[config.mk]
export PLATFORM = sky130hd
export DESIGN_NAME = life_generation_stepper
export DESIGN_NICKNAME = d
export VERILOG_FILES = /design/src/rtl/core/lgs_pkg.sv /design/src/rtl/core/lgs_ram.sv /design/src/rtl/core/lgs_col_cell.sv /design/src/rtl/core/lgs_out_fifo.sv /design/src/rtl/core/life_generation_stepper.sv
export SDC_FILE = /design/constraint.sdc
export NUM_CORES = 1
export LEC_CHECK = 0
export BUFFER_PORTS_ARGS = -buffer_cell sky130_fd_sc_hd__buf_2
export CORE_MARGIN = 1
export CORE_UTILIZATION = 35
export CTS_CLUSTER_DIAMETER = 100
export CTS_CLUSTER_SIZE = 14
export DETAILED_ROUTE_END_ITERATION = 8
export GPL_TIMING_DRIVEN = 0
export PLACE_DENSITY = 0.5
export REMOVE_ABC_BUFFERS = 1
export SETUP_SLACK_MARGIN = 0.02
export SYNTH_ARGS = -nofsm -noshare
export SYNTH_HDL_FRONTEND = slang
export SYNTH_HIERARCHICAL = 1
export SYNTH_SLANG_ARGS = --single-unit
[constraint.sdc]
create_clock -name clk -period 4.9 [get_ports clk]
set_input_delay 0.735 -clock clk [delete_from_list [all_inputs] [get_ports clk]]
set_output_delay 0.735 -clock clk [all_outputs]
set_load 0.05 [all_outputs]
[src/rtl/core/lgs_pkg.sv]
// ----------------------------------------------------------------------------
// lgs_pkg: shared definitions for the life generation stepper
// Cell codes, field widths, register indexes and the B3/S23 rule.
// ----------------------------------------------------------------------------
package lgs_pkg;

  localparam int CODE_W       = 2;
  localparam int POP_W        = 13;
  localparam int ROWS_W       = 7;
  localparam int COLS_W       = 8;
  localparam int CFG_AW       = 3;
  localparam int CFG_DW       = 32;
  localparam int REG_IDX_W    = 1;
  localparam int NBR_W        = 4;
  localparam int LGS_MAX_COLS = 128;
  localparam int LGS_MAX_ROWS = 64;
  localparam int MIN_SIZE     = 3;
  localparam int ROWS_RESET   = 40;
  localparam int COLS_RESET   = 100;
  localparam int OUT_DEPTH    = 4;

  localparam logic [POP_W-1:0]  POP_MAX   = 13'd8191;

  localparam logic [CODE_W-1:0] CODE_DEAD  = 2'd0;
  localparam logic [CODE_W-1:0] CODE_ALIVE = 2'd1;
  localparam logic [CODE_W-1:0] CODE_WALL  = 2'd2;
  localparam logic [CODE_W-1:0] CODE_RSVD  = 2'd3;

  localparam logic [REG_IDX_W-1:0] REG_NUM_ROWS = 1'd0;
  localparam logic [REG_IDX_W-1:0] REG_NUM_COLS = 1'd1;

  localparam logic [NBR_W-1:0] NBR_SURVIVE = 4'd2;
  localparam logic [NBR_W-1:0] NBR_BIRTH   = 4'd3;

  // one window column, index 0 is the top row
  typedef logic [2:0][CODE_W-1:0] col_t;

  typedef struct packed {
    logic [CODE_W-1:0] next_cell;
    logic [POP_W-1:0]  population;
    logic              last_of_frame;
  } result_t;

  function automatic logic [CODE_W-1:0] life_rule(input logic [CODE_W-1:0] center,
                                                  input logic [NBR_W-1:0]  nbrs);
    logic [CODE_W-1:0] res;
    res = CODE_DEAD;
    if (center == CODE_WALL || center == CODE_RSVD) begin
      res = CODE_WALL;
    end else if (center == CODE_ALIVE) begin
      if (nbrs == NBR_SURVIVE || nbrs == NBR_BIRTH) res = CODE_ALIVE;
    end else if (nbrs == NBR_BIRTH) begin
      res = CODE_ALIVE;
    end
    return res;
  endfunction

endpackage

[src/rtl/core/lgs_ram.sv]
// ----------------------------------------------------------------------------
// lgs_ram: generic single-write, single-read RAM
// One write port and one read port with registered read data.
// ----------------------------------------------------------------------------
module lgs_ram #(
  parameter int WIDTH = 4,
  parameter int DEPTH = 128
) (
  input  logic                     clk,
  input  logic                     we,
  input  logic [$clog2(DEPTH)-1:0] waddr,
  input  logic [WIDTH-1:0]         wdata,
  input  logic [$clog2(DEPTH)-1:0] raddr,
  output logic [WIDTH-1:0]         rdata
);

  logic [WIDTH-1:0] mem [DEPTH];

  always_ff @(posedge clk) begin
    if (we) mem[waddr] <= wdata;
    rdata <= mem[raddr];
  end

endmodule

[src/rtl/core/lgs_col_cell.sv]
// ----------------------------------------------------------------------------
// lgs_col_cell: one column of the 3x3 neighborhood window
// Loads the column of its right neighbor on each shift and counts live cells.
// ----------------------------------------------------------------------------
module lgs_col_cell
  import lgs_pkg::*;
(
  input  logic       clk,
  input  logic       rst_n,
  input  logic       shift,
  input  col_t       load_i,
  output col_t       cells_o,
  output logic [1:0] live_o
);

  col_t cells_r;

  always_ff @(posedge clk) begin
    if (!rst_n) begin
      cells_r <= {3{CODE_DEAD}};
    end else if (shift) begin
      cells_r <= load_i;
    end
  end

  assign cells_o = cells_r;
  assign live_o  = 2'(cells_r[0] == CODE_ALIVE) + 2'(cells_r[1] == CODE_ALIVE)
                 + 2'(cells_r[2] == CODE_ALIVE);

endmodule

[src/rtl/core/lgs_out_fifo.sv]
// ----------------------------------------------------------------------------
// lgs_out_fifo: result buffer
// Small register FIFO that decouples the window pipeline from the consumer.
// ----------------------------------------------------------------------------
module lgs_out_fifo
  import lgs_pkg::*;
#(
  parameter int DEPTH = OUT_DEPTH
) (
  input  logic                       clk,
  input  logic                       rst_n,
  input  logic                       push,
  input  result_t                    push_data,
  output logic                       pop_valid,
  input  logic                       pop_ready,
  output result_t                    pop_data,
  output logic [$clog2(DEPTH+1)-1:0] count
);

  localparam int PW = $clog2(DEPTH);
  localparam int CW = $clog2(DEPTH + 1);

  result_t         mem_r [DEPTH];
  logic [PW-1:0]   wr_ptr_r, wr_ptr_nxt;
  logic [PW-1:0]   rd_ptr_r, rd_ptr_nxt;
  logic [CW-1:0]   cnt_r, cnt_nxt;
  logic            pop;

  assign pop       = pop_valid && pop_ready;
  assign pop_valid = (cnt_r != '0);
  assign pop_data  = mem_r[rd_ptr_r];
  assign count     = cnt_r;

  always_comb begin
    wr_ptr_nxt = wr_ptr_r;
    rd_ptr_nxt = rd_ptr_r;
    cnt_nxt    = cnt_r;
    if (push) begin
      wr_ptr_nxt = (wr_ptr_r == PW'(DEPTH - 1)) ? '0 : wr_ptr_r + 1'b1;
    end
    if (pop) begin
      rd_ptr_nxt = (rd_ptr_r == PW'(DEPTH - 1)) ? '0 : rd_ptr_r + 1'b1;
    end
    if (push && !pop) cnt_nxt = cnt_r + 1'b1;
    else if (!push && pop) cnt_nxt = cnt_r - 1'b1;
  end

  always_ff @(posedge clk) begin
    if (!rst_n) begin
      wr_ptr_r <= '0;
      rd_ptr_r <= '0;
      cnt_r    <= '0;
    end else begin
      wr_ptr_r <= wr_ptr_nxt;
      rd_ptr_r <= rd_ptr_nxt;
      cnt_r    <= cnt_nxt;
    end
  end

  always_ff @(posedge clk) begin
    if (push) mem_r[wr_ptr_r] <= push_data;
  end

endmodule

[src/rtl/core/life_generation_stepper.sv]
// ----------------------------------------------------------------------------
// A result is registered in stage 1, stage 2 and the result FIFO before out_valid.
// Throughput: one cell per cycle while in_ready is high; the line store RAM
//   (one read, one write per cycle) and the three-column-cell window shift set it.
// Reset: synchronous on rst_n; line store entries read as dead until first
//   written (valid bits clear at once, no clearing pass).
// ----------------------------------------------------------------------------
// life_generation_stepper: one B3/S23 generation over a raster cell stream
// Two line stores feed a chain of three column cells forming a 3x3 window;
// each interior cell is emitted with a running population count.
// ----------------------------------------------------------------------------
module life_generation_stepper
  import lgs_pkg::*;
#(
  parameter int MAX_COLS = LGS_MAX_COLS,
  parameter int MAX_ROWS = LGS_MAX_ROWS
) (
  input  logic              clk,
  input  logic              rst_n,
  input  logic              in_valid,
  output logic              in_ready,
  input  logic [CODE_W-1:0] in_cell_code,
  output logic              out_valid,
  input  logic              out_ready,
  output logic [CODE_W-1:0] out_next_cell,
  output logic [POP_W-1:0]  out_population,
  output logic              out_last_of_frame,
  input  logic              cfg_psel,
  input  logic              cfg_penable,
  input  logic              cfg_pwrite,
  input  logic [CFG_AW-1:0] cfg_paddr,
  input  logic [CFG_DW-1:0] cfg_pwdata,
  output logic [CFG_DW-1:0] cfg_prdata,
  output logic              cfg_pready
);

  localparam int CPW = $clog2(MAX_COLS);
  localparam int RPW = $clog2(MAX_ROWS);
  localparam int CCW = $clog2(MAX_COLS + 1);
  localparam int RCW = $clog2(MAX_ROWS + 1);
  localparam int FCW = $clog2(OUT_DEPTH + 1);

  typedef struct packed {
    logic emit;
    logic last;
    logic first;
  } tag_t;

  // configuration
  logic [ROWS_W-1:0]    num_rows_r;
  logic [COLS_W-1:0]    num_cols_r;
  logic                 cfg_wr;
  logic [REG_IDX_W-1:0] cfg_idx;
  logic [RCW-1:0]       rows_eff;
  logic [CCW-1:0]       cols_eff;

  // position and front stage
  logic [RPW-1:0]    row_r, row_nxt;
  logic [CPW-1:0]    col_r, col_nxt;
  logic              in_acc;
  logic              row_last, col_last;
  logic [CODE_W-1:0] code_a;
  tag_t              tag_a;

  // stage 1: line store data available
  logic              s1_vld_r;
  logic [CODE_W-1:0] s1_code_r;
  logic [CPW-1:0]    s1_col_r;
  logic              s1_init_r;
  tag_t              s1_tag_r;
  logic [MAX_COLS-1:0]   line_vld_r;
  logic [2*CODE_W-1:0]   ram_rdata;
  logic [2*CODE_W-1:0]   line_rd;

  // stage 2: window evaluation
  logic              s2_vld_r;
  tag_t              s2_tag_r;
  col_t              cell_load [3];
  col_t              cell_q    [3];
  logic [1:0]        cell_live [3];
  logic [NBR_W-1:0]  nbr_cnt;
  logic [CODE_W-1:0] next_code;
  logic [POP_W-1:0]  live_r, live_base, live_inc;

  result_t         push_data;
  result_t         pop_data;
  logic            push;
  logic [FCW-1:0]  fifo_cnt;
  logic [FCW-1:0]  pending;

  // ---------------- configuration port ----------------
  assign cfg_pready = 1'b1;
  assign cfg_wr     = cfg_psel && cfg_penable && cfg_pwrite && cfg_pready;
  assign cfg_idx    = cfg_paddr[CFG_AW-1:2];

  always_ff @(posedge clk) begin
    if (!rst_n) begin
      num_rows_r <= ROWS_W'(ROWS_RESET);
      num_cols_r <= COLS_W'(COLS_RESET);
    end else if (cfg_wr) begin
      case (cfg_idx)
        REG_NUM_ROWS: num_rows_r <= cfg_pwdata[ROWS_W-1:0];
        REG_NUM_COLS: num_cols_r <= cfg_pwdata[COLS_W-1:0];
        default: ;
      endcase
    end
  end

  always_comb begin
    case (cfg_idx)
      REG_NUM_ROWS: cfg_prdata = CFG_DW'(num_rows_r);
      REG_NUM_COLS: cfg_prdata = CFG_DW'(num_cols_r);
      default:      cfg_prdata = '0;
    endcase
  end

  // clamp sizes into [3, MAX]
  always_comb begin
    if (num_rows_r < ROWS_W'(MIN_SIZE))     rows_eff = RCW'(MIN_SIZE);
    else if (int'(num_rows_r) > MAX_ROWS)   rows_eff = RCW'(MAX_ROWS);
    else                                    rows_eff = RCW'(num_rows_r);
    if (num_cols_r < COLS_W'(MIN_SIZE))     cols_eff = CCW'(MIN_SIZE);
    else if (int'(num_cols_r) > MAX_COLS)   cols_eff = CCW'(MAX_COLS);
    else                                    cols_eff = CCW'(num_cols_r);
  end

  // ---------------- raster position ----------------
  assign pending  = fifo_cnt + FCW'(s1_vld_r && s1_tag_r.emit)
                  + FCW'(s2_vld_r && s2_tag_r.emit);
  assign in_ready = (pending < FCW'(OUT_DEPTH));
  assign in_acc   = in_valid && in_ready;

  assign row_last = ((RCW+1)'(row_r) + 1'b1) >= (RCW+1)'(rows_eff);
  assign col_last = ((CCW+1)'(col_r) + 1'b1) >= (CCW+1)'(cols_eff);

  assign code_a     = (in_cell_code == CODE_RSVD) ? CODE_WALL : in_cell_code;
  assign tag_a.emit  = (row_r >= RPW'(2)) && (col_r >= CPW'(2));
  assign tag_a.last  = row_last && col_last;
  assign tag_a.first = (row_r == '0) && (col_r == '0);

  always_comb begin
    row_nxt = row_r;
    col_nxt = col_r;
    if (cfg_wr) begin
      row_nxt = '0;
      col_nxt = '0;
    end else if (in_acc) begin
      if (col_last) begin
        col_nxt = '0;
        row_nxt = row_last ? '0 : row_r + 1'b1;
      end else begin
        col_nxt = col_r + 1'b1;
      end
    end
  end

  always_ff @(posedge clk) begin
    if (!rst_n) begin
      row_r <= '0;
      col_r <= '0;
    end else begin
      row_r <= row_nxt;
      col_r <= col_nxt;
    end
  end

  // ---------------- line stores ----------------
  // entry = {older row, newer row}; read at the transfer, rewritten in the cycle after
  lgs_ram #(
    .WIDTH (2 * CODE_W),
    .DEPTH (MAX_COLS)
  ) u_line_ram (
    .clk   (clk),
    .we    (s1_vld_r),
    .waddr (s1_col_r),
    .wdata ({line_rd[CODE_W-1:0], s1_code_r}),
    .raddr (col_r),
    .rdata (ram_rdata)
  );

  assign line_rd = s1_init_r ? ram_rdata : {CODE_DEAD, CODE_DEAD};

  always_ff @(posedge clk) begin
    if (!rst_n) begin
      line_vld_r <= '0;
      s1_vld_r   <= 1'b0;
      s2_vld_r   <= 1'b0;
    end else begin
      if (s1_vld_r) line_vld_r[s1_col_r] <= 1'b1;
      s1_vld_r <= in_acc;
      s2_vld_r <= s1_vld_r;
    end
  end

  always_ff @(posedge clk) begin
    if (in_acc) begin
      s1_code_r <= code_a;
      s1_col_r  <= col_r;
      s1_init_r <= line_vld_r[col_r];
      s1_tag_r  <= tag_a;
    end
    if (s1_vld_r) s2_tag_r <= s1_tag_r;
  end

  // ---------------- window: chain of column cells ----------------
  assign cell_load[2] = {s1_code_r, line_rd[CODE_W-1:0], line_rd[2*CODE_W-1:CODE_W]};
  assign cell_load[1] = cell_q[2];
  assign cell_load[0] = cell_q[1];

  for (genvar k = 0; k < 3; k++) begin : g_col
    lgs_col_cell u_cell (
      .clk     (clk),
      .rst_n   (rst_n),
      .shift   (s1_vld_r),
      .load_i  (cell_load[k]),
      .cells_o (cell_q[k]),
      .live_o  (cell_live[k])
    );
  end

  // drop the center from the live count
  assign nbr_cnt = NBR_W'(cell_live[0]) + NBR_W'(cell_live[1]) + NBR_W'(cell_live[2])
                 - NBR_W'(cell_q[1][1] == CODE_ALIVE);
  assign next_code = life_rule(cell_q[1][1], nbr_cnt);

  assign live_base = s2_tag_r.first ? '0 : live_r;
  assign live_inc  = (next_code == CODE_ALIVE && live_base < POP_MAX)
                   ? live_base + 1'b1 : live_base;

  always_ff @(posedge clk) begin
    if (!rst_n) begin
      live_r <= '0;
    end else if (cfg_wr) begin
      live_r <= '0;
    end else if (s2_vld_r) begin
      live_r <= s2_tag_r.emit ? live_inc : live_base;
    end
  end

  // ---------------- result buffer ----------------
  assign push                    = s2_vld_r && s2_tag_r.emit;
  assign push_data.next_cell     = next_code;
  assign push_data.population    = live_inc;
  assign push_data.last_of_frame = s2_tag_r.last;

  lgs_out_fifo #(
    .DEPTH (OUT_DEPTH)
  ) u_out_fifo (
    .clk       (clk),
    .rst_n     (rst_n),
    .push      (push),
    .push_data (push_data),
    .pop_valid (out_valid),
    .pop_ready (out_ready),
    .pop_data  (pop_data),
    .count     (fifo_cnt)
  );

  assign out_next_cell     = pop_data.next_cell;
  assign out_population    = pop_data.population;
  assign out_last_of_frame = pop_data.last_of_frame;

endmodule

---- Word level (Yosys, flattened, before mapping) ----
Memories as Yosys holds them, arrays and structs flattened. A register that Yosys moved wholly into a read port is not among the register bits.
Index checks and enable logic that the tools add are counted.
operators by class
  add/sub/neg operators ................... 20
  magnitude comparators ................... 13
  eq/ne operators ......................... 17
  muxes and demuxes ....................... 29
  bitwise operators ....................... 3
  reduce and logical (&&, ||, !) cells .... 25
operators with widths
  operator                                                                number
  128-bit bitwise OR                                                      1
  32-bit case mux with 2 select lines                                     1
  13-bit two-way mux                                                      3
  7-bit two-way mux                                                       3
  2-bit by 1-bit == test with 1-bit output (second input constant)        10
  7-bit by 8-bit < comparator with 1-bit output (second input constant)   2
  8-bit two-way mux                                                       2
  13-bit by 1-bit adder with 13-bit output (second input constant)        1
  1-bit logical AND                                                       13
  13-bit < comparator (second input constant)                             1
  2-bit two-way mux                                                       6
  2-bit == test (second input constant)                                   5
  7-bit by 1-bit adder with 8-bit output (second input constant)          1
  4-bit by 2-bit == test with 1-bit output (second input constant)        2
  8-bit >= comparator                                                     1
  8-bit > comparator (second input constant)                              1
  8-bit by 2-bit < comparator with 1-bit output (second input constant)   1
  1-bit two-way mux                                                       8
  6-bit by 1-bit adder with 7-bit output (second input constant)          1
  7-bit by 1-bit adder with 7-bit output (second input constant)          1
  1-bit binary-select mux with 7-bit select                               1
  1-bit demux with 7-bit select                                           1
  7-bit by 1-bit >= comparator with 1-bit output (second input constant)  1
  7-bit by 2-bit >= comparator with 1-bit output (second input constant)  1
  other kinds (27)                                                        39
storage, ports and cells
  flip-flop bits (word level) ............. 212
  bits in writable memories ............... 576
  output and inout bits ................... 51
  memories ................................ 2
memory list
  name              depth  bits a word  rd ports  clocked after memory_dff  wr ports  RTL line            source
  u_line_ram.mem    128    4            1         1                         1         lgs_ram.sv:17       logic [WIDTH-1:0] mem [DEPTH];
  u_out_fifo.mem_r  4      16           1         1                         1         lgs_out_fifo.sv:23  result_t mem_r [DEPTH];

---- Longest topological paths before layout ----
Gate-level depths: netlist of run 1.
  depth in word-level cells ............... 15
  depth in mapped cells ................... 16

---- By module ----
Netlist of run 1, hierarchy kept.
by module, submodules not included
  module                   times used  cells an instance  area an instance (um^2)  sequential area each (um^2)
  lgs_ram                  1           908                20193.1                  15454.8
  life_generation_stepper  1           1003               9278.9                   3903.7
  lgs_out_fifo             1           129                2797.7                   2102.0
  lgs_col_cell             3           23                 267.8                    120.1

---- Worst setup path after synthesis of run 1 ----
No wires, ideal clock.
  path type ............................... reg2reg
  from .................................... register g_col[1].u_cell.cells_r (netlist bit g_col[1].u_cell/cells_o[4])
  to ...................................... register live_r[4]
  library setup time ...................... 0.070 ns
  data arrival time ....................... 3.730 ns
  setup slack ............................. 1.099 ns
  cell stages (with the launch flop) ...... 16
  clock period less this slack ............ 3.801 ns
  path through ............................ dfxtp_1 -> nor2b_1 -> fa_1 -> inv_1 -> ha_1 -> fa_1 -> inv_1 -> ha_1 -> fa_1 -> nor2_1 -> o2111a_1 -> buf_2 -> o31a_1 -> nand2_1 -> or4_1 -> a21oi_1
RTL lines
  item                    RTL line                        source
  from (decl)             lgs_col_cell.sv:16              col_t cells_r;
  from (signal assigned)  lgs_col_cell.sv:20              cells_r <= {3{CODE_DEAD}};
  from (signal assigned)  lgs_col_cell.sv:22              cells_r <= load_i;
  to (signal assigned)    life_generation_stepper.sv:236  live_r <= s2_tag_r.emit ? live_inc : live_base;
  to (decl)               life_generation_stepper.sv:83   logic [POP_W-1:0] live_r, live_base, live_inc;

==> metrics, run 1 <==
outcome finished, final reports clean; Synth Warn # 6; Resized Gates After CTS 0; post-DP HPWL roughly 48000 um; leading cell types in the layout, fill and taps excluded 592 x edfxtp_1, 225 x nor2_1, 208 x mux4_2; fmax between 0.2 and 0.25 GHz; I/O Pins 95; PwrDens ~400 nW/um^2; Synth top area share between 50% and 60%; max-cap violations 0; Post-CTS Setup Repair Bufs 0; WL/cell 21.8 um; DIE WIDTH 309 um; GPL Wtd Cong 0.760; post-route ant nets 0; GRT Overall Usage 15.8%; CP Capture Type flip-flop; fin. max-slew vios 0; Clock Skews 0.0358 ns; H-tree depth 3; Finished Layout Cells 3415; worst relative slew slack 8.23%; clock buffers created by TritonCTS 66; Post-synth EDFFs roughly 600; layout cells sized above 1 18.2%; # rows roughly 110; via count 17600; Lkg Pwr 11.4 nW; Remaining DRCs 0; drt first-iter violations 1347; drt via density 5.16; RSZ-0062 raised after global routing no; vias in the first global route 18100; critical path class reg2reg; #FFs+latches synth 794; clock latency on the worst-skew pair between 0.6 and 0.7 ns; Die Height a little over 300 um; Routed WL 74600 um; Synth area leader edfxtp_1; nets 2212; ys async rst share 0%; Initial Util 35.4%; CTS tree done; drt first pass iters 5; Worst Hold Class in2reg; Reg2Reg Depth 14; Synth cell types 65; Critical Path Start Type flip-flop; Layout area overhead 11.3%; Max rail drop VDD around 0.27 mV; Clk pin slew, worst setup/hold paths 0.07 ns; pin slew with the least headroom to its limit approximately 1.4 ns; core area 93500 sq um; Mapped Cells around 2100; largest cells by area after synthesis edfxtp_1 54%, mux4_2 14%, dfxtp_1 12%, nor2b_1 2.6%, nor2_1 2.6%; GRT Residual Overflow 0; hold_buf cts 0; largest net degree at the start of global routing 93; first-pass GRT wire length around 110000 um; Synth Flop Type edfxtp_1; initial antenna violation count 0; Sink Count about 800; Setup TNS 0 ns; Syn Std Cell Area between 30000 and 40000 sq um; sequential area share after synthesis 66.0%; Hold Path Stages 3; R2R Setup Slk around 0.56 ns; Final Hold Viols 0; Syn Area/Cell 15.7 sq um; antenna diode count 0; # setup viols final 0; Post-Place Cells 3315; commonest non-fill, non-tap cell in the layout edfxtp_1; Crit path required time 5.45 ns; crit path DAT 4.89 ns; period utilisation layout 88.5%; CP Max Fanout 11; die area ~96000 sq um; Tmin final 4.34 ns; clk buf depth 3; clock root cell clkbuf_16; IO Port Bufs 43
==> cell type report <==
cell class / count / area, sq um
flip-flops and latches: 794 / 21800
multi-input cells: 1172 / 10500
clock inverters: 7 / 116
well taps: 1254 / 1570
inverters: 25 / 93.8
repair buffers: 70 / 881
clock buffers: 93 / 1770
fillers: 8618 / 56700
==> critical path, stage by stage (launching register included) <==
cell and delay [ns]:
dfxtp_1 0.50, nor2b_1 0.10, fa_1 0.48, inv_1 0.04, ha_1 0.20, fa_1 0.49, inv_1 0.04, ha_1 0.20
fa_1 0.43, nor2_1 0.10, o2111a_1 0.53, o31a_1 0.37, nand2_1 0.13, or4_1 0.51, a21oi_1 0.14
==> per-stage QoR <==
step | util (%) | cell area, sq um | hold WS (ns) | worst slack, ns | total power, W
floorplan | - | 32400 | 0.400 | -4.02 | 0.00944
global placement | 36.6 | 34200 | 0.412 | -8.56 | 0.0102
detailed placement | 37.4 | 34900 | 0.411 | 0.514 | 0.0101
CTS | 39.4 | 36800 | 0.304 | 0.514 | 0.0151
global route | 39.4 | 36800 | 0.346 | 0.277 | 0.0154
finish | 39.4 | 36800 | 0.354 | 0.563 | 0.0148
==> cell families (layout without fill, tap and decap cells) <==
kind of cell | Yosys count | after routing | synth area share, %
compound gates | 211 | 211 | 4.14
other cells | 2 | 25 | 0.0227
xor+xnor | 30 | 30 | 0.794
fa+ha+maj | 39 | 39 | 1.63
simple gates | 607 | 607 | 8.85
flops | 794 | 794 | 66.0
mux | 260 | 260 | 16.1
buf+inv | 166 | 195 | 2.49
==> synth_stat cells, types with 4 or more instances <==
library cell	n
nor2b_1	136
nand3_1	35
inv_1	23
clkbuf_1	72
o211ai_1	10
nand4_1	13
and3_1	5
or4_1	6
a21boi_0	12
and2_1	14
xor2_1	12
nand2_1	107
mux4_1	6
or2_2	6
buf_6	6
a31oi_1	4
fa_1	7
dfxtp_1	202
nand2b_1	19
xnor2_1	18
o21ai_0	12
buf_2	20
buf_1	12
mux2i_1	28
ha_1	32
nor2_1	225
nor3_1	23
mux4_2	208
o311ai_0	4
or3_1	7
edfxtp_1	592
mux2_2	17
o21a_1	40
buf_4	30
a211oi_1	6
a21oi_1	99
==> state kept, by name, summed over array words and instances (netlist names), 2 cells and up, named ones only <==
signal,flops
u_line_ram/mem,512
line_vld_r,128
u_out_fifo/mem_r,64
g_col.u_cell/cells_o,18
live_r,13
num_cols_r,8
col_r,7
num_rows_r,7
s1_col_r,7
row_r,6
u_line_ram/rdata,4
s1_tag_r,3
u_out_fifo/count,3
s1_code_r,2
s2_tag_r,2
u_out_fifo/rd_ptr_r,2
u_out_fifo/wr_ptr_r,2
==> worst paths after layout <==
kind / start / endpoint
setup / recovery: g_col[1].u_cell/cells_o[3]$_SDFFE_PN0P_ / live_r[4]$_SDFFE_PP0P_
hold / removal: cfg_pwdata[5] / num_rows_r[5]$_SDFFE_PN1P_
setup reg to reg: g_col[1].u_cell/cells_o[3]$_SDFFE_PN0P_ / live_r[4]$_SDFFE_PP0P_
hold reg to reg: s1_tag_r[0]$_DFFE_PP_ / s2_tag_r[0]$_DFFE_PP_
==> power breakdown <==
part | leakage [nW] | internal [W] | switching, W
sequential | 7.03 | 0.00750 | 0.000252
combinational | 3.41 | 0.000912 | 0.00128
clock | 0.910 | 0.00255 | 0.00236
==> metal layers <==
layer / GRT usage (%) / wire [um]
met5: 0 / 0
met4: 5.22 / 2070
met3: 2.38 / 3100
met2: 26.6 / 37000
met1: 21.0 / 32500
(Power assumes the default switching activity.)
==> inputs of run 2 (changes only) <==
--- a/config.mk
+++ b/config.mk
@@ -8,6 +8,7 @@
 export BUFFER_PORTS_ARGS = -buffer_cell sky130_fd_sc_hd__buf_2
 export CORE_MARGIN = 1
 export CORE_UTILIZATION = 35
+export CTS_BUF_LIST = sky130_fd_sc_hd__clkbuf_8
 export CTS_CLUSTER_DIAMETER = 100
 export CTS_CLUSTER_SIZE = 14
 export DETAILED_ROUTE_END_ITERATION = 8
==> metrics, run 2 (synthesized netlist as in run 1, its figures left out) <==
CP max stage delay 0.53 ns (about the same); # rows 112 (unchanged); Tmin final 4.32 ns (-0.0201 ns); via count 17600 (+0.011%); commonest non-fill, non-tap cell in the layout edfxtp_1; final setup margin 0.583 ns (+0.0201 ns); Switching Share 27.7% (+1.5 points); Initial Util 35.4% (unchanged); GPL Wtd Cong 0.760 (unchanged); Worst Hold Class in2reg; Biggest register u_line_ram/mem; # setup viols final 0 (unchanged); nets 2212 (unchanged); Post-DP Area 34900 sq um (unchanged); Seq pwr share 57.8% (+5.6 points); GRT Residual Overflow 0 (unchanged); Min-Delay Endpoint num_rows_r[5]$_SDFFE_PN1P_; number of flip-flops in the largest register 512 (unchanged); max-cap violations 0 (unchanged); Sink Count 794 (unchanged); post-DP HPWL 47500 um (unchanged); die area 95700 sq um (unchanged); biggest regs u_line_ram/mem x512, line_vld_r x128, u_out_fifo/mem_r x64; Critical Path Start Type flip-flop; delay-heaviest family, CP adder cells; Hold Path Stages 3 (unchanged); CTS tree done; Layout area overhead 8.91%; drt first pass iters 5 (unchanged); pre-CTS setup slack 0.514 ns (unchanged); Clk pin slew, worst setup/hold paths 0.10 ns (+0.03 ns); Die Height 309 um (unchanged); R2R Setup Slk 0.58 ns (+0.02 ns); fmax 0.232 GHz (+0.46%); reg-to-reg startpoint g_col[1].u_cell/cells_o[3]$_SDFFE_PN0P_; clock share of power 25.9% (-7.1 points); period utilisation layout 88.1% (-0.41 points); leading cell types in the layout, fill and taps excluded 592 x edfxtp_1, 225 x nor2_1, 208 x mux4_2; I/O Pins 95 (unchanged); Resized Gates After CTS 0 (unchanged); critical path class reg2reg; core area 93500 sq um (unchanged); CP Capture Type flip-flop; Lkg Pwr 11.1 nW (-2.3%); clock latency on the worst-skew pair 0.71 ns (+0.08 ns); fin. max-slew vios 0 (unchanged); initial antenna violation count 1 (+1); Routed WL 74700 um (about the same); fin util 38.5% (-0.86 points); Clock Skews 0.0478 ns (+0.0121 ns); largest net degree at the start of global routing 93 (unchanged); Hold Crit Start cfg_pwdata[5]; Psw 0.00371 W (-4.6%); clock root cell clkbuf_8; Bufs and invs on worst path 2 (unchanged); PwrDens 372 nW/um^2 (-7.7%); Crit path required time 5.54 ns (+0.09 ns); outcome finished, final reports clean; Final Hold Viols 0 (unchanged); Reg2Reg Depth 14 (unchanged); Most common cell on crit path fa_1; RSZ-0062 raised after global routing no; slowest CP cell o2111a_1; Fin Hold WS 0.271 ns (-0.0839 ns); Post-CTS Setup Repair Bufs 0 (unchanged); drt first-iter violations 1351 (+0.30%); post-route ant nets 0 (unchanged); pin slew with the least headroom to its limit 1.41 ns (+0.0406 ns); drt via density 5.16 (about the same); clock buffers created by TritonCTS 66 (unchanged); clk buf depth 3 (unchanged); vias in the first global route 18000 (-0.23%); IO Port Bufs 43 (unchanged); final instance area 36000 sq um (-2.2%); hold_buf cts 0 (unchanged); P_int 0.00969 W (-12%); Max rail drop VDD 0.218 mV (-19%); cell chain of the critical path nor2b_1 -> fa_1 -> inv_1 -> ha_1 -> fa_1 -> inv_1 -> ha_1 -> fa_1 -> nor2_1 -> o2111a_1 -> o31a_1 -> nand2_1 -> or4_1 -> a21oi_1; combinational share of power 16.4% (+1.6 points); Worst Setup SP g_col[1].u_cell/cells_o[3]$_SDFFE_PN0P_; Remaining DRCs 0 (unchanged); GRT Overall Usage 15.8% (about the same); DIE WIDTH 309 um (unchanged); worst relative slew slack 5.51% (-2.7 points); H-tree depth 3 (unchanged); crit path DAT 4.95 ns (+0.06 ns); CP Max Fanout 11 (unchanged); first-pass GRT wire length 114000 um (-0.12%); WL/cell 21.9 um (about the same); layout cells sized above 1 18.2% (unchanged); RR Endpoint live_r[4]$_SDFFE_PP0P_
==> run 2: cell types whose count changed in the layout (fill, tap and decap cells not counted), sizes merged <==
cell      previous run  this run
clkbuf              93        67
clkinv               6         3
clkinvlp             0         1
diode                0         1
inv                 26        54
==> run 2: worst min-delay path, delay by kind of cell <==
kind / cells / cell delay, ns
buf+inv: 1 / 0.09
simple gates: 2 / 0.12
==> run 2: worst max-delay path by stage <==
stage / slack, ns / endpoint / cells after the start
global route: 0.29 / live_r[3]$_SDFFE_PP0P_ / 14
detailed placement: 0.51 / live_r[4]$_SDFFE_PP0P_ / 14
floorplan: -4.02 / row_r[1]$_SDFFE_PP0P_ / 11
finish: 0.58 / live_r[4]$_SDFFE_PP0P_ / 14
CTS: 0.53 / live_r[4]$_SDFFE_PP0P_ / 14
global placement: -8.56 / row_r[3]$_SDFFE_PP0P_ / 8
==> run 2: stage by stage <==
stage,TNS [ns],power [W],std cells
after floorplan,-79.44,0.00944,1991
after global placement,-172.78,0.0102,3288
after detailed placement,0,0.0101,3315
after CTS,0,0.0136,3415
after global routing,0,0.0140,3416
final,0,0.0134,3416
==> run 2: routing by layer <==
layer	part of all wire, %	vias to the layer above	global-route usage, %
met3	3.9	113	2.42
met1	44	9130	21.1
li1	-	7994	-
met2	49	375	26.5
met5	0	-	0
met4	2.7	0	5.12
==> run 2: cell type report <==
| class | instances | area (sq um) |
|---|---|---|
| fillers | 8697 | 57500 |
| flip-flops and latches | 794 | 21800 |
| multi-input cells | 1172 | 10500 |
| well taps | 1254 | 1570 |
| clock buffers | 67 | 922 |
| repair buffers | 70 | 881 |
| clock inverters | 33 | 166 |
| inverters | 25 | 93.8 |
| diodes | 1 | 2.50 |
==> run 2: power by group through the flow <==
stage	Clock (W)	Sequential, W	Combinational (W)
CTS	0.00362	0.00775	0.00224
global placement	0	0.00829	0.00191
global route	0.00384	0.00777	0.00235
detailed placement	0	0.00791	0.00224
finish	0.00347	0.00774	0.00219
floorplan	0	0.00803	0.00140
==> inputs of run 3 (changes only) <==
==> constraint.sdc (replaced) <==
create_clock -name clk -period 4.9 [get_ports clk]
set_input_delay 0 -clock clk [delete_from_list [all_inputs] [get_ports clk]]
set_output_delay 0 -clock clk [all_outputs]
set_load 0.05 [all_outputs]
==> metrics, run 3 (synthesized netlist as in run 1, its figures left out) <==
outcome finished, final reports clean; clock buffers created by TritonCTS 66 (unchanged); CP Capture Type flip-flop; worst relative slew slack 9.43% (+3.9 points); fmax 0.232 GHz (about the same); crit path DAT 4.95 ns (about the same); Seq pwr share 57.7% (about the same); Sink Count 794 (unchanged); WL/cell 21.7 um (-0.51%); clock root cell clkbuf_8; post-DP HPWL 47500 um (unchanged); I/O Pins 95 (unchanged); Resized Gates After CTS 0 (unchanged); Clock Skews 0.0456 ns (-0.00227 ns); Final Hold Viols 0 (unchanged); Routed WL 75000 um (+0.51%); first-pass GRT wire length 114000 um (+0.62%); fillers 8670 (-0.31%); Worst Hold Class in2reg; Tmin final 4.31 ns (-0.00390 ns); commonest non-fill, non-tap cell in the layout edfxtp_1; vias in the first global route 18200 (+1.2%); drt first pass iters 5 (unchanged); Die Height 309 um (unchanged); Setup TNS 0 ns (unchanged); Max rail drop VDD 0.217 mV (-0.23%); via count 17800 (+1.0%); Bufs and invs on worst path 2 (unchanged); Crit path required time 5.54 ns (about the same); Layout area overhead 9.97%; fin util 38.9% (+0.37 points); die area 95700 sq um (unchanged); DIE WIDTH 309 um (unchanged); IO Port Bufs 43 (unchanged); CTS tree done; largest net degree at the start of global routing 93 (unchanged); period utilisation layout 88.0% (about the same); critical path class reg2reg; GRT Residual Overflow 0 (unchanged); core area 93500 sq um (unchanged); combinational share of power 16.5% (about the same); CP max stage delay 0.52 ns (about the same); clock latency on the worst-skew pair 0.71 ns (about the same); biggest regs u_line_ram/mem x512, line_vld_r x128, u_out_fifo/mem_r x64; nets 2247 (+1.6%); H-tree depth 3 (unchanged); Lkg Pwr 11.2 nW (+1.1%); P_int 0.00970 W (+0.13%); Switching Share 27.7% (-0.040 points); # setup viols final 0 (unchanged); post-route ant nets 0 (unchanged); Initial Util 35.4% (unchanged); clk buf depth 3 (unchanged); clock share of power 25.8% (about the same); layout cells sized above 1 17.9% (-0.29 points); fin. max-slew vios 0 (unchanged); PwrDens 369 nW/um^2 (-0.89%); number of flip-flops in the largest register 512 (unchanged); GRT Overall Usage 15.9% (+0.083 points); Most common cell on crit path fa_1; RSZ-0062 raised after global routing no; initial antenna violation count 1 (unchanged); hold_buf cts 35 (+35); Psw 0.00371 W (about the same); drt first-iter violations 1281 (-5.2%); max-cap violations 0 (unchanged); # rows 112 (unchanged); CP Max Fanout 11 (unchanged); Critical Path Start Type flip-flop; Clk pin slew, worst setup/hold paths 0.10 ns (about the same); leading cell types in the layout, fill and taps excluded 592 x edfxtp_1, 225 x nor2_1, 208 x mux4_2; GPL Wtd Cong 0.760 (unchanged); cell chain of the critical path nor2b_1 -> fa_1 -> inv_1 -> ha_1 -> fa_1 -> inv_1 -> ha_1 -> fa_1 -> nor2_1 -> o2111a_1 -> o31a_1 -> nand2_1 -> or4_1 -> a21oi_1; drt via density 5.16 (about the same); Post-CTS Setup Repair Bufs 0 (unchanged); delay-heaviest family, CP adder cells; Biggest register u_line_ram/mem; slowest CP cell o2111a_1; Remaining DRCs 0 (unchanged); pin slew with the least headroom to its limit 1.35 ns (-0.0586 ns)
==> run 3: cell count changes in the layout (fill, tap and decap cells not counted) <==
cell           delta
dlygate4sd3_1    +35
==> run 3: final timing paths <==
kind / cells after the start / slack (ns) / to / start
worst max-delay path: 14 / 0.59 / live_r[4]$_SDFFE_PP0P_ / g_col[1].u_cell/cells_o[3]$_SDFFE_PN0P_
worst min-delay path: 5 / 0.12 / row_r[0]$_SDFFE_PP0P_ / cfg_psel
worst max register to register: 14 / 0.59 / live_r[4]$_SDFFE_PP0P_ / g_col[1].u_cell/cells_o[3]$_SDFFE_PN0P_
worst min register to register: 0 / 0.43 / s2_tag_r[0]$_DFFE_PP_ / s1_tag_r[0]$_DFFE_PP_
==> run 3: worst register-to-register path, stage by stage, from the launching register on <==
cell and delay (ns):
dfxtp_1 0.51, nor2b_1 0.11, fa_1 0.48, inv_1 0.04, ha_1 0.20, fa_1 0.49, inv_1 0.04, ha_1 0.20
fa_1 0.43, nor2_1 0.10, o2111a_1 0.52, o31a_1 0.37, nand2_1 0.13, or4_1 0.51, a21oi_1 0.14
==> run 3: final cells by class <==
cell class,count,area [sq um],share of cell area [%]
antenna,1,2.50,0.00688
clock buffer,67,922,2.54
clock inverter,33,166,0.458
inverter,25,93.8,0.258
multi-input combinational,1172,10500,29.0
sequential,794,21800,60.0
tap,1254,1570,4.31
timing repair buffer,105,1230,3.39
==> run 3: metal layers <==
layer | GRT usage (%) | vias to the layer above | wire, um
met2 | 26.7 | 419 | 37200
met3 | 2.41 | 108 | 3110
met1 | 21.1 | 9207 | 32700
met4 | 5.20 | 0 | 1960
li1 | - | 8062 | -
met5 | 0 | - | 0
==> run 3: power groups by stage <==
stage	combinational (W)	sequential (W)	clock, W
after floorplan	0.00140	0.00803	0
after global placement	0.00191	0.00829	0
after detailed placement	0.00224	0.00791	0
after CTS	0.00226	0.00775	0.00362
after global routing	0.00237	0.00777	0.00384
final	0.00221	0.00774	0.00346
==> run 3: per-stage QoR <==
step / setup WS [ns] / std cells / hold slack [ns] / area, sq um / total power (W)
6_report: 0.587 / 3451 / 0.115 / 36400 / 0.0134
3_3_place_gp: -8.56 / 3288 / 0.232 / 34200 / 0.0102
2_1_floorplan: -4.02 / 1991 / 0.0718 / 32400 / 0.00944
4_1_cts: 0.535 / 3450 / 0.0494 / 36400 / 0.0136
3_5_place_dp: 0.514 / 3315 / 0.241 / 34900 / 0.0101
5_1_grt: 0.290 / 3451 / 0.118 / 36400 / 0.0140
